[src/rtl/bas_pkg.sv]
// Shared constants and types of the bit array shifter.
// Depends on nothing; used by the cell, the chain and the top level.
package bas_pkg;

    localparam int MAX_BYTES = 64;
    localparam int IDX_W     = $clog2(MAX_BYTES);
    localparam int CNT_W     = $clog2(MAX_BYTES + 1);
    localparam int BYTE_W    = 8;
    localparam int SHIFT_W   = 11;
    localparam int ALIGN_W   = SHIFT_W - 3;

    typedef struct packed {
        logic              load;
        logic              shift;
        logic [IDX_W-1:0]  wr_idx;
        logic [BYTE_W-1:0] wdata;
    } cell_ctl_t;

endpackage

[src/rtl/bas_cell.sv]
// One byte cell of the storage chain.
// Depends on bas_pkg; instantiated by bas_chain.
module bas_cell (
    input  logic                      aclk,
    input  bas_pkg::cell_ctl_t        ctl,
    input  logic                      sel,
    input  logic [bas_pkg::BYTE_W-1:0] nbr_in,
    output logic [bas_pkg::BYTE_W-1:0] byte_out
);

    logic [bas_pkg::BYTE_W-1:0] byte_reg;
    logic [bas_pkg::BYTE_W-1:0] byte_next;

    always_comb begin
        byte_next = byte_reg;
        if (ctl.shift) begin
            byte_next = nbr_in;
        end else if (ctl.load && sel) begin
            byte_next = ctl.wdata;
        end
    end

    always_ff @(posedge aclk) begin
        byte_reg <= byte_next;
    end

    assign byte_out = byte_reg;

endmodule

[src/rtl/bas_chain.sv]
// Row of byte cells that shifts toward cell zero and shows the two head cells.
// Depends on bas_pkg and bas_cell; instantiated by the top level.
module bas_chain (
    input  logic                       aclk,
    input  bas_pkg::cell_ctl_t         ctl,
    output logic [bas_pkg::BYTE_W-1:0] head0,
    output logic [bas_pkg::BYTE_W-1:0] head1
);

    logic [bas_pkg::BYTE_W-1:0] cell_q [bas_pkg::MAX_BYTES];

    for (genvar i = 0; i < bas_pkg::MAX_BYTES; i++) begin : g_cell
        logic                       sel;
        logic [bas_pkg::BYTE_W-1:0] nbr;

        assign sel = (ctl.wr_idx == bas_pkg::IDX_W'(i));

        if (i == bas_pkg::MAX_BYTES - 1) begin : g_tail
            assign nbr = '0;
        end else begin : g_mid
            assign nbr = cell_q[i+1];
        end

        bas_cell u_cell (
            .aclk     (aclk),
            .ctl      (ctl),
            .sel      (sel),
            .nbr_in   (nbr),
            .byte_out (cell_q[i])
        );
    end

    assign head0 = cell_q[0];
    assign head1 = cell_q[1];

endmodule

[src/rtl/bit_array_shifter_top.sv]
// Top level of the bit array shifter: handshakes, sequencer and output register.
// Depends on bas_pkg and bas_chain.
//
// Channel | Ports                          | Contents
// s_      | s_tvalid s_tready s_tdata s_tlast | source byte, last mark
// m_      | m_tvalid m_tready m_tdata m_tlast | shifted byte, last mark
// cfg_    | cfg_valid cfg_ready cfg_data   | signed bit shift amount
//
// An array of n bytes is loaded at one byte per cycle.
// The last byte starts an alignment pass that drops min(q, n) head bytes
// for a byte shift q > 0 and none otherwise. Then one shifted byte per cycle leaves
// through the output register while m_tready does not stall it, n bytes in all.
// The next array is accepted as soon as the last shifted byte sits in the output register.
// Reset is synchronous and active low; the stored bytes are not cleared.
module bit_array_shifter_top (
    input  logic                              aclk,
    input  logic                              aresetn,
    input  logic                              s_tvalid,
    output logic                              s_tready,
    input  logic [7:0]                        s_tdata,   // [7:0] data_byte
    input  logic                              s_tlast,
    output logic                              m_tvalid,
    input  logic                              m_tready,
    output logic [7:0]                        m_tdata,   // [7:0] shifted_byte
    output logic                              m_tlast,
    input  logic                              cfg_valid,
    output logic                              cfg_ready,
    input  logic signed [bas_pkg::SHIFT_W-1:0] cfg_data
);

    typedef enum logic [1:0] {
        ST_LOAD,
        ST_SKIP,
        ST_EMIT
    } state_t;

    state_t                              state_reg;
    logic signed [bas_pkg::SHIFT_W-1:0]  shift_amount_reg;
    logic [bas_pkg::CNT_W-1:0]           count_reg;
    logic [bas_pkg::CNT_W-1:0]           avail_reg;
    logic [bas_pkg::CNT_W-1:0]           left_reg;
    logic [bas_pkg::ALIGN_W-1:0]         skip_reg;
    logic [bas_pkg::ALIGN_W-1:0]         lead_reg;
    logic [2:0]                          frac_reg;
    logic                                m_tvalid_reg;
    logic [bas_pkg::BYTE_W-1:0]          m_tdata_reg;
    logic                                m_tlast_reg;

    logic                                in_fire;
    logic                                has_room;
    logic                                emit_fire;
    logic                                skip_step;
    logic [bas_pkg::CNT_W-1:0]           n_bytes;
    logic [bas_pkg::ALIGN_W-1:0]         q_bytes;
    logic [bas_pkg::BYTE_W-1:0]          head0;
    logic [bas_pkg::BYTE_W-1:0]          head1;
    logic [bas_pkg::BYTE_W-1:0]          hi_byte;
    logic [bas_pkg::BYTE_W-1:0]          lo_byte;
    logic [2*bas_pkg::BYTE_W-1:0]        wide;
    bas_pkg::cell_ctl_t                  ctl;

    assign s_tready  = (state_reg == ST_LOAD);
    assign cfg_ready = 1'b1;
    assign in_fire   = s_tvalid && s_tready;
    assign has_room  = (count_reg < bas_pkg::CNT_W'(bas_pkg::MAX_BYTES));
    assign n_bytes   = has_room ? count_reg + 1'b1 : count_reg;
    assign q_bytes   = shift_amount_reg[bas_pkg::SHIFT_W-1:3];
    assign emit_fire = (state_reg == ST_EMIT) && (!m_tvalid_reg || m_tready);
    assign skip_step = (state_reg == ST_SKIP) && (skip_reg != '0) && (avail_reg != '0);

    always_comb begin
        ctl.load   = in_fire && has_room;
        ctl.shift  = skip_step || (emit_fire && (lead_reg == '0));
        ctl.wr_idx = count_reg[bas_pkg::IDX_W-1:0];
        ctl.wdata  = s_tdata;
    end

    bas_chain u_chain (
        .aclk  (aclk),
        .ctl   (ctl),
        .head0 (head0),
        .head1 (head1)
    );

    always_comb begin
        hi_byte = '0;
        lo_byte = '0;
        if (lead_reg == '0) begin
            hi_byte = (avail_reg > bas_pkg::CNT_W'(0)) ? head0 : '0;
            lo_byte = (avail_reg > bas_pkg::CNT_W'(1)) ? head1 : '0;
        end else if (lead_reg == bas_pkg::ALIGN_W'(1)) begin
            lo_byte = (avail_reg > bas_pkg::CNT_W'(0)) ? head0 : '0;
        end
        wide = {hi_byte, lo_byte} << frac_reg;
    end

    always_ff @(posedge aclk) begin
        if (!aresetn) begin
            state_reg        <= ST_LOAD;
            shift_amount_reg <= '0;
            count_reg        <= '0;
            m_tvalid_reg     <= 1'b0;
        end else begin
            if (cfg_valid && cfg_ready) begin
                shift_amount_reg <= cfg_data;
            end
            if (m_tready && !emit_fire) begin
                m_tvalid_reg <= 1'b0;
            end
            case (state_reg)
                ST_LOAD: begin
                    if (in_fire) begin
                        if (s_tlast) begin
                            count_reg <= '0;
                            avail_reg <= n_bytes;
                            left_reg  <= n_bytes;
                            frac_reg  <= shift_amount_reg[2:0];
                            if (q_bytes[bas_pkg::ALIGN_W-1]) begin
                                lead_reg <= ~q_bytes + 1'b1;
                                skip_reg <= '0;
                            end else begin
                                lead_reg <= '0;
                                skip_reg <= q_bytes;
                            end
                            state_reg <= ST_SKIP;
                        end else if (has_room) begin
                            count_reg <= count_reg + 1'b1;
                        end
                    end
                end
                ST_SKIP: begin
                    if (skip_step) begin
                        skip_reg  <= skip_reg - 1'b1;
                        avail_reg <= avail_reg - 1'b1;
                    end else begin
                        state_reg <= ST_EMIT;
                    end
                end
                ST_EMIT: begin
                    if (emit_fire) begin
                        m_tvalid_reg <= 1'b1;
                        m_tdata_reg  <= wide[2*bas_pkg::BYTE_W-1:bas_pkg::BYTE_W];
                        m_tlast_reg  <= (left_reg == bas_pkg::CNT_W'(1));
                        left_reg     <= left_reg - 1'b1;
                        if (lead_reg != '0) begin
                            lead_reg <= lead_reg - 1'b1;
                        end else if (avail_reg != '0) begin
                            avail_reg <= avail_reg - 1'b1;
                        end
                        if (left_reg == bas_pkg::CNT_W'(1)) begin
                            state_reg <= ST_LOAD;
                        end
                    end
                end
                default: begin
                    state_reg <= ST_LOAD;
                end
            endcase
        end
    end

    assign m_tvalid = m_tvalid_reg;
    assign m_tdata  = m_tdata_reg;
    assign m_tlast  = m_tlast_reg;

endmodule

[config.mk]
export PLATFORM = sky130hd
export DESIGN_NAME = bit_array_shifter_top
export DESIGN_NICKNAME = d
export VERILOG_FILES = /design/src/rtl/bas_pkg.sv /design/src/rtl/bas_cell.sv /design/src/rtl/bas_chain.sv /design/src/rtl/bit_array_shifter_top.sv
export SDC_FILE = /design/constraint.sdc
export NUM_CORES = 1
export LEC_CHECK = 0
export ABC_CLOCK_PERIOD_IN_PS = 10300
export BUFFER_PORTS_ARGS = -buffer_cell sky130_fd_sc_hd__buf_2
export CORE_ASPECT_RATIO = 0.75
export CORE_UTILIZATION = 32
export DETAILED_ROUTE_END_ITERATION = 6
export PLACE_DENSITY = 0.55
export SETUP_SLACK_MARGIN = 0.5
export SYNTH_ARGS = -nofsm -noshare
export SYNTH_HDL_FRONTEND = slang
export SYNTH_SLANG_ARGS = --single-unit
[constraint.sdc]
create_clock -name aclk -period 10.3 [get_ports aclk]
set_clock_uncertainty 0.05 [all_clocks]
set_input_delay 0.515 -clock aclk [delete_from_list [all_inputs] [get_ports aclk]]
set_output_delay 0.515 -clock aclk [all_outputs]
set_load 0.1 [all_outputs]
==> results.md <==
* Switching fraction of total power at 0.3226
* Die area at 76,750 sq um
* Max-slew violations at 0
* Synth-to-Final Area Change at 11.05%
* Initial DRC count at 1,279
* Register area share after synthesis at 0.7014
* Worst-path clk slew at 60 ps
* Initial Utilization at 0.3264
* Initial antenna violation count at 2
* Achievable Freq at 253.3 MHz
* Mapped Cells at 2,170
* GRT Residual Overflow at 0
* Final Hold Viols at 0
* Pre-CTS WS at 6363 ps
* Comb power frac at 0.241
* Tmin final at 3947 ps
* Clock insertion delay at the later pin of the skew report at 610 ps
* Final wirelength at 51,430 um
* Pwr Density at 288.7 nW/um^2
* Synth Warn # at 0
* Crit path largest cell delay at 1020 ps
* Cts hold-fix bufs at 0
* Post-CTS Resized at 0
* Net Count, Synth at 2,210
* Ys async rst share at 0
* Vias in the first global route at 14,580
* MaxCap Viol Count at 0
* Crit Path Max Fanout at 124
* Hold/Removal Path Class: input pin to register
* Post-CTS setup buffer count at 0
* RSZ-0062 raised after global routing: false
* CP max stage cell: buf_4
* IO buf count at 35
* Synth Area per Inst at 11.15 sq um
* Relative slew slack at 0.1014
* Inst Count DP at 3,054
* Required time of the critical path at 10,720 ps
* Antenna cells at 0
* Sink Count at 575
* Flop2flop setup slack at 6350 ps
* Die width at 319.6 um
* Max reg flops at 512
* Via count at 15,130
* Root buffer cell: clkbuf_16
* Final nets at 2,184
* Detail Route Antenna Nets at 0
* Dominant synthesized flop cell: edfxtp_1
* Crit path DAT at 4370 ps
* Total Negative Setup Slacks at 0 ps
* Post-route core utilization at 0.3625
* CP endpoint kind: register
* Critical path type: register to register
* Internal cell power at 5.256 mW
* # rows at 86
* Share of post-route cells with drive strength above 1 at 0.07453
* Cell Area, Synth at 24,200 sq um
* Max Buffers Root-to-Sink at 3
* Worst path most repeated cell: nand2_1
* Final setup margin at 6353 ps
* CP startpoint kind: register
* Drt pass-1 iters at 7
* Post-DP HPWL at 29,080 um
* Unique cell type count in the Yosys netlist at 68
* Depth of the CTS H-tree at 2
* # IOs at 37
* Seq pwr share at 0.503
* Via density per instance at 4.797
* Net Switching at 2.503 mW
* Final clock period utilization by the worst path at 0.3832
* Pin count of the biggest net entering global routing at 198
* Status: finished clean
* DR WL/cell at 16.30 um
* GPL Wtd Cong at 0.8125
* Finished Layout Cells at 3,155
* EDFF count, synth at 546
* CTS Buf Count at 55
* Seq cells post-synth at 575
* CP Cell Sequence: inv_1 -> ha_1 -> or3b_2 -> nor2_8 -> a31o_4 -> buf_4 -> nand2_1 -> nand2_1
* Core region area at 74,140 sq um
* Final setup vio count at 0
* CTS tree: done
* Global-route wire length before repair at 81,720 um
* DRC viols at 0
* Leak pwr at 10.11 nW
* GRT Total Usage at 0.1337
* Measured slew at the worst slew-check pin at 1334 ps
* Clk pwr share at 0.256
* Height of the die at 240.2 um
* Worst VDD drop at 0.0002582 V
-- cell usage in the layout (no fill, tap or decap), types with 3 or more instances in the layout --
cell,instances
xor2_1,11
buf_4,20
nor4_1,5
clkbuf_1,14
o21ai_1,6
a22oi_1,3
ha_1,15
a31oi_1,7
nor2_1,35
nor3b_1,5
xnor2_1,17
inv_1,23
buf_2,36
edfxtp_1,546
nand3_1,8
o211ai_1,3
or3_1,3
nor3_1,15
clkbuf_16,56
clkinv_1,14
a21oi_1,21
a22o_2,3
mux2_2,4
dfxtp_1,29
clkbuf_8,3
and2_1,7
nand2b_1,8
clkinv_2,4
o22ai_1,7
nor2b_1,21
bufinv_16,4
and3_1,3
nand2_2,8
o21ai_0,84
nand2_1,1062
mux2i_1,25
-- kinds of logic after synthesis --
logic type / synth area share
adder cells (fa/ha/maj): 0.007755
buffers and inverters: 0.03123
AND/OR/NAND/NOR: 0.1963
AO/OA/AOI/OAI: 0.03986
flip-flops: 0.7014
XOR/XNOR: 0.01013
other: 0.0001549
multiplexers: 0.01313
-- power by group through the flow --
| stage | clock [mW] | sequential, mW | combinational [mW] |
|---|---|---|---|
| finish | 1.99 | 3.90 | 1.87 |
| global route | 2.12 | 3.97 | 2.13 |
| CTS | 2.03 | 3.90 | 1.89 |
| detailed placement | 0 | 3.94 | 1.88 |
| global placement | 0 | 3.93 | 1.83 |
| floorplan | 0 | 3.87 | 1.38 |
-- stage by stage --
stage	instance area (sq um)	power (mW)	hold slack [ps]
after CTS	26870	7.831	71.19
after global routing	26880	8.213	92.99
after detailed placement	25130	5.816	365.9
after floorplan	24200	5.246	357.6
after global placement	25130	5.763	369.3
final	26880	7.759	111.5
-- worst max-delay path, delay by kind of cell (launching register included) --
family          cells  cell delay (ps)
compound gates      1              820
fa+ha+maj           1              260
buf+inv             2             1100
flops               1              440
simple gates        4             1030
-- Yosys cell counts (3+ instances only) --
| library cell | number | area, sq um |
|---|---|---|
| buf_4 | 3 | 22.52 |
| clkbuf_8 | 5 | 68.82 |
| nand3_1 | 8 | 40.04 |
| o21ai_1 | 3 | 15.01 |
| xor2_1 | 11 | 96.34 |
| clkbuf_1 | 74 | 277.8 |
| a22oi_1 | 3 | 22.52 |
| a21oi_1 | 21 | 105.1 |
| nor3_1 | 15 | 75.07 |
| inv_1 | 23 | 86.33 |
| and2_1 | 7 | 43.79 |
| ha_1 | 15 | 187.7 |
| and3_1 | 3 | 18.77 |
| a31oi_1 | 8 | 50.05 |
| nand2b_1 | 8 | 50.05 |
| o21ai_0 | 87 | 435.4 |
| edfxtp_1 | 546 | 16400 |
| xnor2_1 | 17 | 148.9 |
| nor4_1 | 5 | 31.28 |
| mux2i_1 | 25 | 250.2 |
| nand2_1 | 1070 | 4016 |
| a22o_2 | 3 | 30.03 |
| o22ai_1 | 7 | 43.79 |
| dfxtp_1 | 29 | 580.6 |
| nor2_1 | 35 | 131.4 |
| nor3b_1 | 5 | 37.54 |
| or3_1 | 3 | 18.77 |
| o211ai_1 | 3 | 22.52 |
| buf_2 | 54 | 270.3 |
| nor2b_1 | 21 | 131.4 |
| mux2_2 | 4 | 45.04 |
-- routing by layer --
metal	vias to the layer above	part of all wire	global-route usage
li1	7242	-	-
met1	7410	0.50	0.2002
met2	404	0.40	0.1868
met3	77	0.077	0.03673
met4	0	0.020	0.03802
met5	-	0	0
-- final timing paths --
| kind | startpoint | cells past startpoint | endpoint |
|---|---|---|---|
| setup / recovery | lead_reg[0]$_DFFE_PP_ | 8 | u_chain.g_cell[26].u_cell.byte_out[0]$_DFFE_PP_ |
| hold / removal | s_tdata[3] | 3 | u_chain.g_cell[63].u_cell.byte_out[3]$_SDFFE_PN0P_ |
| setup reg to reg | lead_reg[0]$_DFFE_PP_ | 8 | u_chain.g_cell[26].u_cell.byte_out[0]$_DFFE_PP_ |
| hold reg to reg | shift_amount_reg[1]$_SDFFE_PN0P_ | 0 | frac_reg[1]$_DFFE_PP_ |
-- cell type report --
type                            instances  area [sq um]
Tap cell                              968          1211
Timing Repair Buffer                   57         350.3
Multi-Input combinational cell       1432          6515
Inverter                               23         86.33
Sequential cell                       575         16980
Clock buffer                           73          1495
Fill cell                            7159         47260
Clock inverter                         27         242.7
No activity file was read; power rests on OpenSTA's default activity.
